## src/hw/rtl/otq_ram.sv

```systemverilog
// ----------------------------------------------------------------------------
// otq_ram
// Generic single-write, single-read RAM with a registered read port.
// ----------------------------------------------------------------------------
module otq_ram #(
    parameter int WIDTH = 32,
    parameter int DEPTH = 32
) (
    input  logic                     clk,
    input  logic                     we,
    input  logic [$clog2(DEPTH)-1:0] waddr,
    input  logic [WIDTH-1:0]         wdata,
    input  logic [$clog2(DEPTH)-1:0] raddr,
    output logic [WIDTH-1:0]         rdata
);

    logic [WIDTH-1:0] mem [DEPTH];

    always_ff @(posedge clk)
    begin
        if (we)
        begin
            mem[waddr] <= wdata;
        end
        rdata <= mem[raddr];
    end

endmodule

```

## config.mk

```make
export PLATFORM = sky130hd
export DESIGN_NAME = otq_ram
export DESIGN_NICKNAME = d
export VERILOG_FILES = /design/src/hw/rtl/otq_ram.sv
export SDC_FILE = /design/constraint.sdc
export NUM_CORES = 1
export LEC_CHECK = 0
export BUFFER_PORTS_ARGS = -buffer_cell sky130_fd_sc_hd__buf_2
export CAP_MARGIN = 20
export CORE_MARGIN = 3
export CORE_UTILIZATION = 50
export DETAILED_ROUTE_END_ITERATION = 10
export PLACE_DENSITY = 0.63
export SETUP_SLACK_MARGIN = 0.15
export SLEW_MARGIN = 20
export SYNTH_ARGS = -nofsm -noshare
export SYNTH_HDL_FRONTEND = slang
export SYNTH_SLANG_ARGS = --single-unit
export TNS_END_PERCENT = 50
```

## constraint.sdc

```tcl
create_clock -name clk -period 3.2 [get_ports clk]
set_input_delay 0.32 -clock clk [delete_from_list [all_inputs] [get_ports clk]]
set_output_delay 0.32 -clock clk [all_outputs]
set_load 0.02 [all_outputs]
```

=== After elaboration in Yosys (flattened, before gate mapping) ===
Memory sizes are Yosys's and may differ from the RTL's. A register that Yosys moved wholly into a read port is not among the register bits.
Index checks and enable logic that the tools add are counted.

* Register bits: 0
* RAM bits: 1,024
* Input bits: 44
* Output and inout bits: 32
* Word-level logic and storage cells: 3
* Memories kept: 1

* Mux-type cells: 2

{| class="wikitable"
|+ Memories
! name !! depth !! width !! rd ports !! clocked after memory_dff !! write ports !! line !! text
|-
| mem || 32 || 32 || 1 || 1 || 1 || 17 || <nowiki>logic [WIDTH-1:0] mem [DEPTH];</nowiki>
|}

{| class="wikitable"
|+ Operator list
! operator !! number
|-
| $mux W1 || 2
|}

=== Logic depth before layout (Yosys ltp) ===
* Depth after elaboration: 2
* Depth in mapped cells: 8
* Mapped depth without buffers: 5

=== Worst setup path before layout ===
OpenSTA, ideal clock, no wires.

* Path type: in2reg
* Start point: input waddr[1]
* End point: memory mem[12][0] (enable)
* Arrival time: 2.333 ns
* Required time: 2.779 ns
* Setup slack: 0.446 ns
* Cell stages on the path: 3
* Path buffers: 1
* Cell sequence: or3b_2 -> clkbuf_1 -> nor2_1

{| class="wikitable"
|+ RTL lines
! what !! line !! text
|-
| start: declaration || 11 || <nowiki>input logic [$clog2(DEPTH)-1:0] waddr,</nowiki>
|-
| end: declaration || 17 ||
|}

Straight into the memory's write port.

==> flow_summary.ini <==
[yosys]
synth_top_area_share_pct = 75.95
ys_seq_area_share_pct = 77.54
synth_cell_type_count = 25
synthMuxAreaShare_pct = 12.66
synth_compound_area_share_pct = 4.846
synthAdderAreaFrac_pct = 0
synth-simple-area-share_pct = 3.100
yosys_warnings = 0
synth_most_common_cell = edfxtp_1
synth_top_family_by_area = multiplexers
postSynthAreaPerCell_um2 = 17.91
postSynth.asyncResetShare_pct = 0
yosys.area.top_type = edfxtp_1
synthTopCellsByCount = edfxtp_1, mux2i_1, nand2_1, nand3_1
netlist_top_cells_area = edfxtp_1, mux2i_1, a22oi_1, dfxtp_1, a22o_1
synth_xor_area_share_pct = 0
synth_area_um2 = 40490
synth_fp_nets = 2304
ys_seq_elements = 1056
synth-edff-count = 1024
synthFlopType = edfxtp_1
syn_inst = 2260

[global_routing]
grt_first_pass_wirelength_um = 141300
grtUsageTotal_pct = 22.51
antenna_found_initial = 1
grt_max_degree = 58
grt_pass1_vias = 21160
grt-ovfl-total = 0

[sta]
setup_viol = 0
skew_ps = 18.98
slew_violations = 0
finalHoldViolations = 0
fin_setup_tns_ps = 0
worst_pin_slew_ps = 950.8
slew_headroom_pct = 36.62
fin_crit_sh_pct = 60.72
rsz0062_at_grt = no
fmax_mhz = 514.6
finalCriticalPeriod_ps = 1943

[clock_tree]
ctsHoldBuffers = 0
cts_tree = built
numCtsBuffers = 104
clk_latency_ps = 650
ctsRootBufferMaster = clkbuf_16
post-cts-setup-buffer-count = 0
cts_buffer_depth = 3
cts-htree-levels = 3
cts_resized = 0
cts.sinks = 1056
clk_pin_slew_ps = 60

[worst_setup_path]
reg2reg_depth = 5
r2r_start = mem[7][5]
rr_endpoint = rdata[5]
required_ps = 3700
cp-end-kind = flop
startpoint_type = primary input
crit_fanout = 44
r2r_setup_slack_ps = 1650
cp.arrival_ps = 2440
criticalPathCategory = primary input to flop

[drt]
totalWireLength_um = 96090
wl_per_cell_um = 27.13
drc_errors = 0
final_antenna_net_count = 0
vias = 21080
drtIter0Drc = 1775
vias_per_cell = 5.952
first_pass_iters = 5

[floorplan]
ioPinCount = 76
start_util_pct = 50.83
dieArea_um2 = 84420
floorplan.rows = 103
core_area_um2 = 79640
die_y_um = 290.6
die_x_um = 290.6

[cells_and_area]
n_antenna_cell = 0
fill_cells = 5890
area_delta_synth_final_pct = 14.00
layout.nets = 2452
layout-drive-gt1-share_pct = 14.21

[hold_path]
hp-class = primary input to flop
hold_depth = 1
min_to = mem[8][2]
holdCritStartpoint = wdata[2]

[place]
dp_hpwl_um = 54700
io_buffers = 75
place.gp.congestion = 0.7822

[power_and_ir_drop]
power.total_mw = 28.85
p_leak_nw = 16.11
power.density_nw_per_um2 = 625.0
peakVddDrop_uv = 423.5

[outcome]
outcome = finished clean

[flow_run]
cap_violations = 0
## cells in the final DEF, fill, tap and decap left out, types with 2 or more instances in the layout
cell / count
clkinv_1: 18
a31oi_1: 32
dfxtp_1: 32
clkbuf_1: 30
nand2b_2: 2
clkbuf_8: 8
nor2_4: 33
buf_4: 61
buf_12: 33
clkbuf_16: 107
a22oi_1: 96
clkinv_8: 2
bufinv_16: 8
nor3_1: 32
nand2_1: 97
clkinvlp_4: 2
edfxtp_1: 1024
nand3b_1: 5
clkinv_2: 14
a21oi_1: 96
or3b_2: 3
nand3_1: 98
a22o_1: 64
mux2i_1: 512
buf_2: 74
## worst max-delay path by stage
stage                     startpoint          to  slack (ps)  depth (start not counted)
after CTS                   raddr[1]   rdata[30]        1280                          8
after floorplan             waddr[1]  mem[12][0]         450                          3
after global placement      raddr[1]   rdata[30]         600                          8
final                       raddr[1]   rdata[30]        1260                          8
after detailed placement    raddr[1]   rdata[30]         570                          8
after global routing        raddr[1]   rdata[31]        1240                          8
## layout make-up
cell class / instances / area [um2] / share of cell area, %
clock inverter: 45 / 434.2 / 0.9407
tap: 1050 / 1314 / 2.847
timing repair buffer: 169 / 1504 / 3.259
clock buffer: 145 / 2900 / 6.284
sequential: 1056 / 31390 / 68.01
multi-input combinational: 1077 / 8610 / 18.65
## registers in the layout, summed over array words and instances, names as in the netlist
register	cells
rdata	32
mem	1024
## critical path, cell delays in order
cell and delay, ps:
buf_2 140, nor2_4 480, buf_12 350, buf_4 310, a22o_1 180, nor3_1 50, a31oi_1 410, nand3_1 150
## layer usage
| metal | GRT usage, % | up-vias | routed length [um] |
|---|---|---|---|
| met5 | 0 | - | 13 |
| met2 | 37.41 | 660 | 47340 |
| met4 | 6.532 | 2 | 2315 |
| li1 | - | 9290 | - |
| met3 | 3.133 | 142 | 5224 |
| met1 | 31.33 | 10990 | 41200 |
## stage by stage
step                instances  hold slack (ps)  setup WS [ps]  cell area (um2)  utilization, %
finish                   3542            170.0           1257            46150           57.95
floorplan                2260            418.9          445.9            40490               -
CTS                      3542            122.5           1279            46150           57.95
global route             3542            168.8           1243            46150           57.95
global placement         3352            578.1          596.6            42820           53.76
detailed placement       3352            585.6          571.7            42820           53.76
## power breakdown
| group | internal, mW | total, mW | switching [mW] |
|---|---|---|---|
| registers | 15.4 | 15.5 | 0.0837 |
| logic | 0.497 | 1.53 | 1.03 |
| clock network | 6.94 | 11.9 | 4.92 |
## cell families (layout without fill, tap and decap cells)
family / count (synthesis) / count (layout)
AOI/OAI and AO/OA: 288 / 288
buffers and inverters: 127 / 359
DFF: 1056 / 1056
muxes: 512 / 512
and+or+nand+nor: 277 / 277
(Power assumes the default switching activity.)
