==> src/hw/rtl/otq_pkg.sv <==
// ----------------------------------------------------------------------------
// otq_pkg
// Shared constants and types of the ordered timer queue.
// ----------------------------------------------------------------------------
package otq_pkg;

    localparam int SLOTS_DEF = 32;
    localparam logic [31:0] ROLL_WINDOW_RST = 32'd3600000;

    localparam logic [2:0] OP_ADD     = 3'd0;
    localparam logic [2:0] OP_CANCEL  = 3'd1;
    localparam logic [2:0] OP_REFRESH = 3'd2;
    localparam logic [2:0] OP_RESET   = 3'd3;
    localparam logic [2:0] OP_EXPIRE  = 3'd4;
    localparam logic [2:0] OP_QUERY   = 3'd5;

    typedef struct packed {
        logic [63:0] a;
        logic [63:0] b;
        logic        sub;
    } alu_req_t;

    typedef struct packed {
        logic [63:0] res;
        logic        borrow;
    } alu_rsp_t;

endpackage

==> src/hw/rtl/otq_alu.sv <==
// ----------------------------------------------------------------------------
// otq_alu
// Shared 64-bit adder and subtractor; the borrow flags a < b on subtraction.
// ----------------------------------------------------------------------------
module otq_alu (
    input  otq_pkg::alu_req_t req,
    output otq_pkg::alu_rsp_t rsp
);
    import otq_pkg::*;

    logic [64:0] full;

    always_comb
    begin
        if (req.sub)
        begin
            full = {1'b0, req.a} - {1'b0, req.b};
        end
        else
        begin
            full = {1'b0, req.a} + {1'b0, req.b};
        end
        rsp.res    = full[63:0];
        rsp.borrow = req.sub & full[64];
    end

endmodule

==> config.mk <==
export PLATFORM = sky130hd
export DESIGN_NAME = otq_alu
export DESIGN_NICKNAME = d
export VERILOG_FILES = /design/src/hw/rtl/otq_pkg.sv /design/src/hw/rtl/otq_alu.sv
export SDC_FILE = /design/constraint.sdc
export NUM_CORES = 1
export LEC_CHECK = 0
export BUFFER_PORTS_ARGS = -buffer_cell sky130_fd_sc_hd__buf_2
export CORE_ASPECT_RATIO = 1.2
export CORE_UTILIZATION = 48
export DETAILED_ROUTE_END_ITERATION = 10
export PLACE_DENSITY = 0.8
export SYNTH_ARGS = -nofsm -noshare
export SYNTH_HDL_FRONTEND = slang
export SYNTH_SLANG_ARGS = --single-unit
export TNS_END_PERCENT = 1
==> constraint.sdc <==
create_clock -name vclk -period 5.6
set_input_delay 0.84 -clock vclk [all_inputs]
set_output_delay 0.84 -clock vclk [all_outputs]
set_load 0.01 [all_outputs]
# Word-level counts from Yosys, hierarchy flattened
# Cells that the tools add are included.
[totals]
regBits = 0
n_memories = 0
romBits = 0
in_bits = 129
latchBits = 0
out_inout_bits = 65
word_cells = 4
ram_bits = 0
[op_classes]
mux = 1
n_reduce_logical = 0
n_mul = 0
n_bitwise = 1
shifts = 0
order_cmp = 0
n_addsub = 2
n_eq_ne = 0
div = 0
[op_table]
columns = ["operator", "n"]
rows = [
  ["$add 64x64->65", 1],
  ["$mux 65", 1],
  ["$sub 64x64->65", 1],
  ["$and 1x1->1", 1],
]

# Logic depth before layout (Yosys ltp)
# Gate-level depths: netlist of the first run.
[depth]
depth_word = 3
mapped_depth = 21
ltp_nobuf = 20

# Least setup slack after synthesis of the first run
# OpenSTA, ideal clock, no wires.
[synth_path]
kind = "input to output"
startpoint = "input req[6] (netlist bit)"
endpoint = "output rsp[62] (netlist bit)"
path_buffers = 1
setup_slack_ns = -0.261
t_arrival_ns = 5.021
stages = 18
required_time_ns = 4.760
path_cell_list = "or3_1 nor3_1 nand2b_1 nor4_1 nor2b_1 a21oi_1 xnor2_1 ha_1 clkbuf_1 nand2_1 or4_1 or2_2 or2_2 o211ai_1 a21oi_1 o21ai_0 a21oi_1 xnor2_1"
[synth_rtl]
columns = ["item", "line_no", "source"]
rows = [
  ["start, declared", "otq_alu.sv:6", "input otq_pkg::alu_req_t req,"],
  ["end, declared", "otq_alu.sv:7", "output otq_pkg::alu_rsp_t rsp"],
]

==> results of run 1 <==
[what timing repair did]
action | in CTS | in global routing
endpoints found under the setup margin | 21 | 29
pin swaps | 27 | 32
setup buffers | 8 | 4
hold buffers | 0 | 0
resized for setup | 30 | 46
[cells in the mapped netlist (all sizes together), types with 9 or more instances]
cell type  number  area [sq um]
clkbuf         27           101
nand3          12          60.1
nand2          68           255
xnor2          98           858
nor2           82           308
nor4           10          77.6
inv            30           113
o21bai         12          90.1
ha             65           813
nor3           30           150
a31oi          15          93.8
a21oi         114           571
and2            9          58.8
o21ai          48           240
nand4          23           144
a21o           27           203
xor2           23           201
[layer usage]
layer | share of wire | wire (microns)
met4 | 0.060 | 1230
met2 | 0.49 | 10100
met5 | 0 | 0
met3 | 0.064 | 1310
met1 | 0.38 | 7810
[logic make-up (layout without fill, tap and decap cells)]
family	after synthesis	after routing	share of synthesized area
simple gates	279	279	0.266
compound gates	267	267	0.314
xor+xnor	121	121	0.205
fa+ha+maj	66	66	0.162
buf+inv	63	410	0.0485
mux	2	2	0.00388
[power by group]
group	leakage, nW	internal [mW]	switching (mW)
Sequential	0	0	0
Clock	0	0	0
Combinational	3.82	0.660	0.734
[through the flow]
step,hold slack (ps),std cells,util
4_1_cts,2080,1270,0.737
6_report,2080,1274,0.758
5_1_grt,2110,1274,0.758
3_5_place_dp,2070,1262,0.721
2_1_floorplan,1840,798,-
3_3_place_gp,2070,1262,0.721
[worst min-delay path, cell delays in order]
cell	delay, ps
buf_2	110
fa_1	170
buf_2	120
[worst paths after layout]
check	start	to	slack (ps)	cells after the start
setup / recovery	req[10]	rsp[61]	-190	20
hold / removal	req[66]	rsp[2]	2080	3
[area by class of cell]
type,count,area share
tap,129,0.0203
timing repair buffer,380,0.303
multi-input combinational,735,0.663
inverter,30,0.0142
==> results.md, run 1 <==
Placed design:
- At the placement stage, the worst setup path has a slack of -338 ps.
- During placement, the flow inserted port buffers numbering 194.
- After legalization and detailed placement, the total HPWL measured 16.8 mm.
- The cell area reported after detailed placement is 7540 sq um.
- Routability-driven placement finished with a final weighted congestion of 0.999.

Finish:
- The commonest non-fill, non-tap cell in the layout is buf_2.
- The clock buffer count in the final layout is 0.
- The sequential cells in the finished layout cover a total of 0 sq um.
- At the end of the flow, the number of nets in the layout was 1342.
- The filler cells instantiated in the layout total 809.
- Summing all non-filler instances in the final layout gives an area of 7940 sq um.
- The area growth from synthesis to final layout is 53.8%.
- Summing all multi-input logic gate instances after layout gives 5260 sq um.
- The share of post-route cells with drive strength above 1 is 0.398.
- In the finished design the tool counted flip-flops and latches totalling 0.
- In the layout the commonest cells are buf_2, buf_4, xnor2_1.
- The repair_antennas step left the layout with diodes totalling 0.

Die:
- The die is 116 microns tall.
- For this configuration, the core starts out at a cell density of 0.493.
- The die covers 11200 sq um.
- During I/O placement, the number of pins put on the boundary was 194.
- The core area is 10500 sq um.
- The die is 96.6 microns wide.
- The initialized floorplan defines 41 standard-cell rows.

Power:
- The total power density per cell area is 176 nW/um^2.
- The leakage power is 3.82 nW.
- The total power consumption of the routed design is 1.39 mW.
- The worst voltage drop across the vdd grid is 0.100 mV.

Setup path:
- The slowest cell on the critical path is or4_4.
- The cell that appears most often on the critical path is buf_4.
- For the worst setup path, the data arrival time is 4950 ps.
- The required time reported for the critical path endpoint is 4760 ps.
- The critical path goes through buf_6, or4_4, nor4_4, and2_4, and4_4, and3_4, nor3b_4, buf_6, and3_4, a21oi_2, xnor2_1, ha_1, buf_4, buf_4, and3_1, nand2_1, o41ai_1, buf_4, xor2_1, buf_2.
- The largest fanout on the critical path is 6.
- The critical path capture point type is an output port.
- The count of buffer and inverter cells on the critical path is 6.
- The element type at the critical path start is a primary input.
- The delay contributed by the slowest stage of the critical path is 560 ps.
- The kind of cell adding the most delay to the critical path is simple AND/OR/NAND/NOR gates.
- The type of the worst setup path is in2out.

Outcome:
- The final reports fail on negative setup slack.
- The run finished, with violations left.

Logic synthesis:
- Counting every net in the synthesized netlist gives 993.
- The share of the Yosys chip area taken by registers is 0.
- After synthesis, the netlist uses 58 different library cells.
- The number of warning messages in the yosys log is 0.
- The netlist area before placement is 5160 sq um.
- The synthesized area divided by synthesized cell count is 6.46 sq um.
- The number of instances in the synthesized netlist is 798.

Global route:
- For this run, global-route usage on met3 was measured as 0.0320.
- For this run, global-route usage on met2 was measured as 0.629.
- In the global route stage, met1 resource usage came out at 0.377.
- Entering global routing, the biggest net connects 33 pins.
- For this run the aggregate overflow at the end of global routing stands at 0.
- The number of global-route vias before repair is 7037.
- Across every metal layer, demand over resource in global routing totals 0.337.
- The first global-routing pass estimated 31.7 mm of wire.
- The initial antenna violation count is 0.
- met2 is the most crowded layer.

Min path:
- In this run the worst hold path is classified as in2out.

STA:
- Setup violations remaining at the end of the flow were counted as 15.
- The final worst slack is -193 ps.
- Setup repair after global routing could not meet its margin everywhere.
- The final worst-path cycle share is 1.03.
- Headroom to the max-slew limit came out at 0.583.
- Counting I/O delays and the setup requirement, the final critical path takes 5790 ps.
- The number of failing hold endpoints at the final stage came to 0.
- The actual slew at the worst max-slew pin is 620 ps.
- The highest clock rate is 0.173 GHz.
- The accumulated negative setup slack is -1470 ps.
- The max-slew violation count came to 0.

Drt:
- The detailed router finished its first iteration with 452 violations.
- In the routed layout, each cell is associated on average with a via count of 5.88.
- The number of search-and-repair iterations in the first detailed-routing pass is 5.
- Wires add up to 20.5 mm.
- Summing over every cut layer, the via total after detailed routing is 7492.
- The remaining antenna violation count after routing is 0.
- The number of DRC violations after detailed routing is 0.
- The mean routed wirelength per cell is 16.1 microns.

Job:
- The tool flagged a number of max-cap violations equal to 0.
Note: power is estimated with default switching activity, not from simulation.
==> run 2: changes to the inputs <==
--- a/config.mk
+++ b/config.mk
@@ -7,9 +7,10 @@
 export LEC_CHECK = 0
 export BUFFER_PORTS_ARGS = -buffer_cell sky130_fd_sc_hd__buf_2
 export CORE_ASPECT_RATIO = 1.2
-export CORE_UTILIZATION = 48
+export CORE_MARGIN = 10
+export CORE_UTILIZATION = 53
 export DETAILED_ROUTE_END_ITERATION = 10
-export PLACE_DENSITY = 0.8
+export PLACE_DENSITY = 0.84
 export SYNTH_ARGS = -nofsm -noshare
 export SYNTH_HDL_FRONTEND = slang
 export SYNTH_SLANG_ARGS = --single-unit
==> constraint.sdc (replaced) <==
create_clock -name vclk -period 5.86
set_input_delay 0.879 -clock vclk [all_inputs]
set_output_delay 0.879 -clock vclk [all_outputs]
set_load 0.01 [all_outputs]
==> results.md, run 2 (synthesized netlist as in run 1, its figures left out) <==
Global route:
- The global-route congestion overflow total is 0.
- The first global-routing pass estimated 33.4 mm of wire.
- The number of global-route vias before repair is 7161.
- The initial antenna violation count is 2.
- Entering global routing, the biggest net connects 33 pins.
- Across every metal layer, demand over resource in global routing totals 0.281.

STA:
- The clock period minus final worst setup slack is 5950 ps.
- The headroom to the max-slew limit is 0.604.
- Of the available clock period, the critical path in the final layout requires 1.02.
- The setup violation total in the final timing report is 1.
- Timing would allow up to 0.168 GHz.
- The number of failing hold endpoints at the final stage is 0.
- The max-slew violation count was 0.
- The tightest hold path in the finished design has a slack of 2170 ps.
- The final worst slack is -90.7 ps.
- The actual slew at the worst max-slew pin is 589 ps.
- Summed over all failing endpoints, the final setup total negative slack is -90.7 ps.
- Setup repair after global routing could not meet its margin everywhere.

Power:
- The design draws 1.29 mW.
- The worst voltage drop across the vdd grid is 0.121 mV.
- The analysis attributes to cell leakage a power of 3.65 nW.
- In this run the power density over the cells is 170 nW/um^2.

Drt:
- The total number of vias is 7379.
- In the routed layout, each cell is associated on average with a via count of 5.99.
- The number of DRC violations after detailed routing is 0.
- Once detail routing completed, the nets flagged for antenna violations numbered 0.
- The mean routed wirelength per cell is 17.8 microns.
- The routed length on met2 is 10.9 mm.
- For this block, wires on met1 add up to 8.21 mm.
- The total length of routed met3 wires is 1.83 mm.
- Before antenna repair, the detailed router went through 5 iterations.
- The starting DRC count in detailed routing is 611.
- The highest routed metal layer is met5.
- The routed design has 22.0 mm of wire.

Placed design:
- The number of cells after detailed placement is 1220.
- The detailed placer's ending HPWL is 18.5 mm.
- The count of buffers added on input and output ports is 194.
- The routability congestion estimate from global placement is 1.04.
- Summing all placed instances gives a cell area of 7200 sq um.

Finish:
- Across the whole layout, storage elements account for 0 sq um.
- The combined area of the multi-input logic cells is 5210 sq um.
- The layout has 703 filler cells.
- The antenna cell count is 0.
- For this run, the post-layout net count is 1306.
- The total number of sequential cells is 0.
- The clock buffers instantiated in the layout total 0.
- The share of post-route cells with drive strength above 1 is 0.370.
- The design area is 7600 sq um.
- The commonest non-fill, non-tap cell in the layout is buf_2.
- The area growth from synthesis to final layout is 47.4%.
- Leaving out fill and tap cells, the most frequent cells in the layout are buf_2, buf_4, a21oi_1.
- The count of placed standard cells in the final layout, fillers left out is 1232.

Die:
- The die is 128 microns tall.
- The region available for standard cell placement spans 9520 sq um.
- The count of pins on the block boundary is 194.
- The die outline width is 110 microns.
- The initial utilization of the core area, before any placement, comes to 0.542.
- The die covers 14100 sq um.
- The floorplan has 39 rows.

Outcome:
- The checks that failed: negative setup slack.
- The run finished, with violations left.

Job:
- The total of max-cap violations is 0.

Setup path:
- The largest fanout on the critical path is 3.
- The worst setup path is launched from a primary input.
- The cell type with the highest occurrence count on the critical path is a21oi_2.
- The critical path capture point type is an output port.
- STA puts the critical path data required time at 4980 ps.
- Traced cell by cell, the critical path runs through buf_6, or4_4, nor4_4, and2_4, and4_4, and2_4, a21oi_2, xnor2_1, ha_1, nand2_1, or4_4, or2_4, or2_4, o211ai_1, a21oi_2, buf_4, o21ai_4, a21oi_2, xnor2_1, buf_2.
- In this design, the stage delay of the slowest critical-path cell is 560 ps.
- The critical path is of the in2out type.
- The slowest cell on the critical path is or4_4.
- At the worst endpoint, the arrival time is 5070 ps.
- Tracing the worst setup path back leads to its startpoint at req[10].

Min path:
- The min-delay analysis places its worst path in the category in2out.
- The number of cells on the worst hold path is 3.
- The start point of the worst hold path is req[66].

CTS:
- The number of hold buffers added after CTS is 0.
==> run 2: cell count changes in the layout (fill, tap and decap cells not counted), moves of 4 or more <==
cell | before | now
o21ai_1 | 11 | 5
buf_4 | 184 | 148
o21ai_0 | 34 | 39
a21oi_2 | 18 | 13
a21oi_1 | 95 | 99
==> run 2: through the flow <==
step / utilization / setup slack (ps)
4_1_cts: 0.773 / -3.41
5_1_grt: 0.799 / -267
6_report: 0.799 / -90.7
3_3_place_gp: 0.757 / -262
3_5_place_dp: 0.757 / -327
2_1_floorplan: - / 30.2
==> run 2: layer usage <==
| layer | global-route usage | vias to the layer above |
|---|---|---|
| met5 | 0 | - |
| met4 | 0.103 | 4 |
| met3 | 0.0357 | 98 |
| met2 | 0.509 | 422 |
| met1 | 0.324 | 3317 |
| li1 | - | 3538 |
==> run 2: path summary, 6_finish.rpt <==
path                  endpoint  slack (ps)
worst max-delay path   rsp[62]         -90
worst min-delay path    rsp[2]        2170
==> run 2: layout make-up <==
cell class / instances / area share
multi-input combinational: 735 / 0.685
timing repair buffer: 344 / 0.280
tap: 123 / 0.0202
inverter: 30 / 0.0148
==> run 2: worst max-delay path, delay by kind of cell <==
family / cells / cell delay (ps)
AO/OA/AOI/OAI: 5 / 690
buffers and inverters: 3 / 410
adder cells (fa/ha/maj): 1 / 310
AND/OR/NAND/NOR: 9 / 2500
XOR/XNOR: 2 / 280
==> run 2: repair_timing <==
action | in CTS | in global routing
pin swaps | 24 | 39
gates resized for setup | 32 | 51
setup buffers | 7 | 6
endpoints found under the hold margin | 0 | 0
endpoints found under the setup margin | 14 | 24
cloned | 0 | 0
==> run 2: where the power goes <==
group,internal (mW),leakage [nW],switching [mW]
registers,0,0,0
clock network,0,0,0
logic,0.588,3.65,0.701
==> run 3: changes to the inputs <==
--- a/config.mk
+++ b/config.mk
@@ -7,7 +7,7 @@
 export LEC_CHECK = 0
 export BUFFER_PORTS_ARGS = -buffer_cell sky130_fd_sc_hd__buf_2
 export CORE_ASPECT_RATIO = 1.2
-export CORE_MARGIN = 10
+export CORE_MARGIN = 1
 export CORE_UTILIZATION = 53
 export DETAILED_ROUTE_END_ITERATION = 10
 export PLACE_DENSITY = 0.84
==> results.md, run 3 (synthesized netlist as in run 1, its figures left out) <==
Outcome:
- The flow ran to the end, but the final reports show violations.
- The final reports fail on negative setup slack.

Min path:
- The start point of the worst hold path is req[66].
- In this run the worst hold path is classified as in2out.

Setup path:
- The count of buffer and inverter cells on the critical path is 4.
- The critical path goes through buf_2, or3_4, buf_6, nor4_4, and2_4, and4_4, and2_4, a21oi_2, xnor2_1, ha_1, nand2_2, or4_4, or2_4, or2_4, o211ai_1, buf_4, nand2_4, nand2_4, a21boi_2, xnor2_1, buf_2.
- The kind of cell adding the most delay to the critical path is simple AND/OR/NAND/NOR gates.
- The delay contributed by the slowest stage of the critical path is 530 ps.
- For this design, the slowest cell found on the critical path is or4_4.
- The critical path capture point type is an output port.
- The critical path starts at req[5].
- Of all nets on the critical path, the largest fanout is 3.
- The required time reported for the critical path endpoint is 4980 ps.
- The worst setup path is launched from a primary input.
- The type of the worst setup path is in2out.
- The critical path data arrival time is 4990 ps.

Placed design:
- Once detailed placement completed, the half-perimeter wirelength came to 17.3 mm.
- The routability congestion estimate from global placement is 1.06.
- The cell area reported after detailed placement is 7290 sq um.
- After detailed placement, the design holds a cell count of 1232.
- The number of input and output port buffers inserted is 194.

STA:
- The number of failing hold endpoints at the final stage is 0.
- The worst pin sits at a relative slew slack of 0.576.
- The clock period minus final worst setup slack is 5870 ps.
- At the pin with the least slew margin, the transition time is 630 ps.
- Of the available clock period, the critical path in the final layout requires 1.00.
- The setup violation total in the final timing report is 1.
- The final worst slack is -9.19 ps.
- The max-slew violation count is 0.
- Setup repair after global routing could not meet its margin everywhere.
- The highest clock rate is 0.170 GHz.

Power:
- The total power density per cell area is 168 nW/um^2.
- IR analysis of the VDD net gives a maximum drop of 0.113 mV.
- The total power consumption of the routed design is 1.30 mW.
- The leakage power is 3.72 nW.

Finish:
- The total number of sequential cells is 0.
- The finished cells cover 7730 sq um.
- After filler insertion, the fill cell instance count of the layout stands at 696.
- Measured on the finished design, the core utilization comes to 0.817.
- In the final layout, the share of cells above drive strength 1 is 0.385.
- 0 antenna diodes ended up in the layout.
- The clock buffers instantiated in the layout total 0.
- Summing all multi-input logic gate instances after layout gives 5260 sq um.
- The sequential cell area is 0 sq um.
- The final layout contains 1317 nets.
- Leaving out fill and tap cells, the most frequent cell in the layout is buf_2.
- The count of placed standard cells in the final layout, fillers left out is 1243.
- The area growth from synthesis to layout is 49.8%.
- The top cell types in the final layout, fill and taps aside, are buf_2, buf_4, a21oi_1.

Die:
- The floorplan step defined a core boundary enclosing 9470 sq um.
- The die span in y is 110 microns.
- The effective utilization at floorplan is 0.545.
- In this run the horizontal extent of the chip is 92.1 microns.
- The count of pins on the block boundary is 194.
- The total die area is 10100 sq um.
- The number of rows created at floorplan is 39.

CTS:
- After clock tree synthesis, the flow added hold-fix buffers numbering 0.

Global route:
- Entering global routing, the biggest net connects 39 pins.
- The number of global-route vias before repair is 6979.
- The first global-routing pass estimated 31.6 mm of wire.
- The global-route congestion overflow total is 0.
- For this run, the total global-route usage over all layers was measured as 0.383.
- The initial antenna violation count was 1.

Job:
- The total of max-cap violations is 0.

Drt:
- The number of DRC violations after detailed routing is 0.
- The mean routed wirelength per cell is 16.8 microns.
- The starting DRC count in detailed routing is 576.
- The first TritonRoute pass finished after 6 iterations.
- The detail route stage leaves a number of antenna-violating nets equal to 0.
- The total number of vias is 7559.
- After detailed routing, the total wire length is 20.9 mm.
- The average via count per standard cell is 6.08.
==> run 3: cell types whose count changed in the layout (fill, tap and decap cells not counted), sizes merged <==
cell / before / now
buf: 344 / 355
==> run 3: path summary, 6_finish.rpt <==
kind       to  cells after the start
max   rsp[50]                     21
min    rsp[2]                      3
==> run 3: routing by layer <==
layer | GRT usage | part of all wire | vias to the layer above | wire (microns)
li1 | - | - | 3559 | -
met4 | 0.210 | 0.063 | 2 | 1320
met2 | 0.719 | 0.50 | 409 | 10400
met5 | 0 | 0.00062 | - | 13
met3 | 0.0432 | 0.061 | 120 | 1270
met1 | 0.421 | 0.38 | 3469 | 7860
==> run 3: worst min-delay path: stages <==
cell,delay (ps)
buf_2,110
fa_1,170
buf_2,130
==> run 3: final cells by class <==
| type | instances | area share |
|---|---|---|
| multi-input cells | 735 | 0.680 |
| repair buffers | 355 | 0.285 |
| inverters | 30 | 0.0146 |
| well taps | 123 | 0.0199 |
==> run 3: report_power, final <==
group          switching, mW  total (mW)  internal (mW)  leakage, nW
registers                  0           0              0            0
logic                  0.701        1.30          0.599         3.72
clock network              0           0              0            0
total                  0.701        1.30          0.599         3.72
==> run 3: through the flow <==
step           worst slack, ps  hold slack, ps  TNS [ps]
6_report                 -9.19            2170     -9.19
3_3_place_gp              -306            2160     -2160
5_1_grt                   -183            2200     -1450
2_1_floorplan             30.2            1920         0
3_5_place_dp              -394            2170     -3280
4_1_cts                  -34.3            2180      -112
==> run 3: repair_timing <==
action                                  CTS  global route
gates cloned                              0             0
endpoints found under the setup margin   19            27
resized for setup                        23            71
pin swaps                                13            60
setup buffers                             3             8
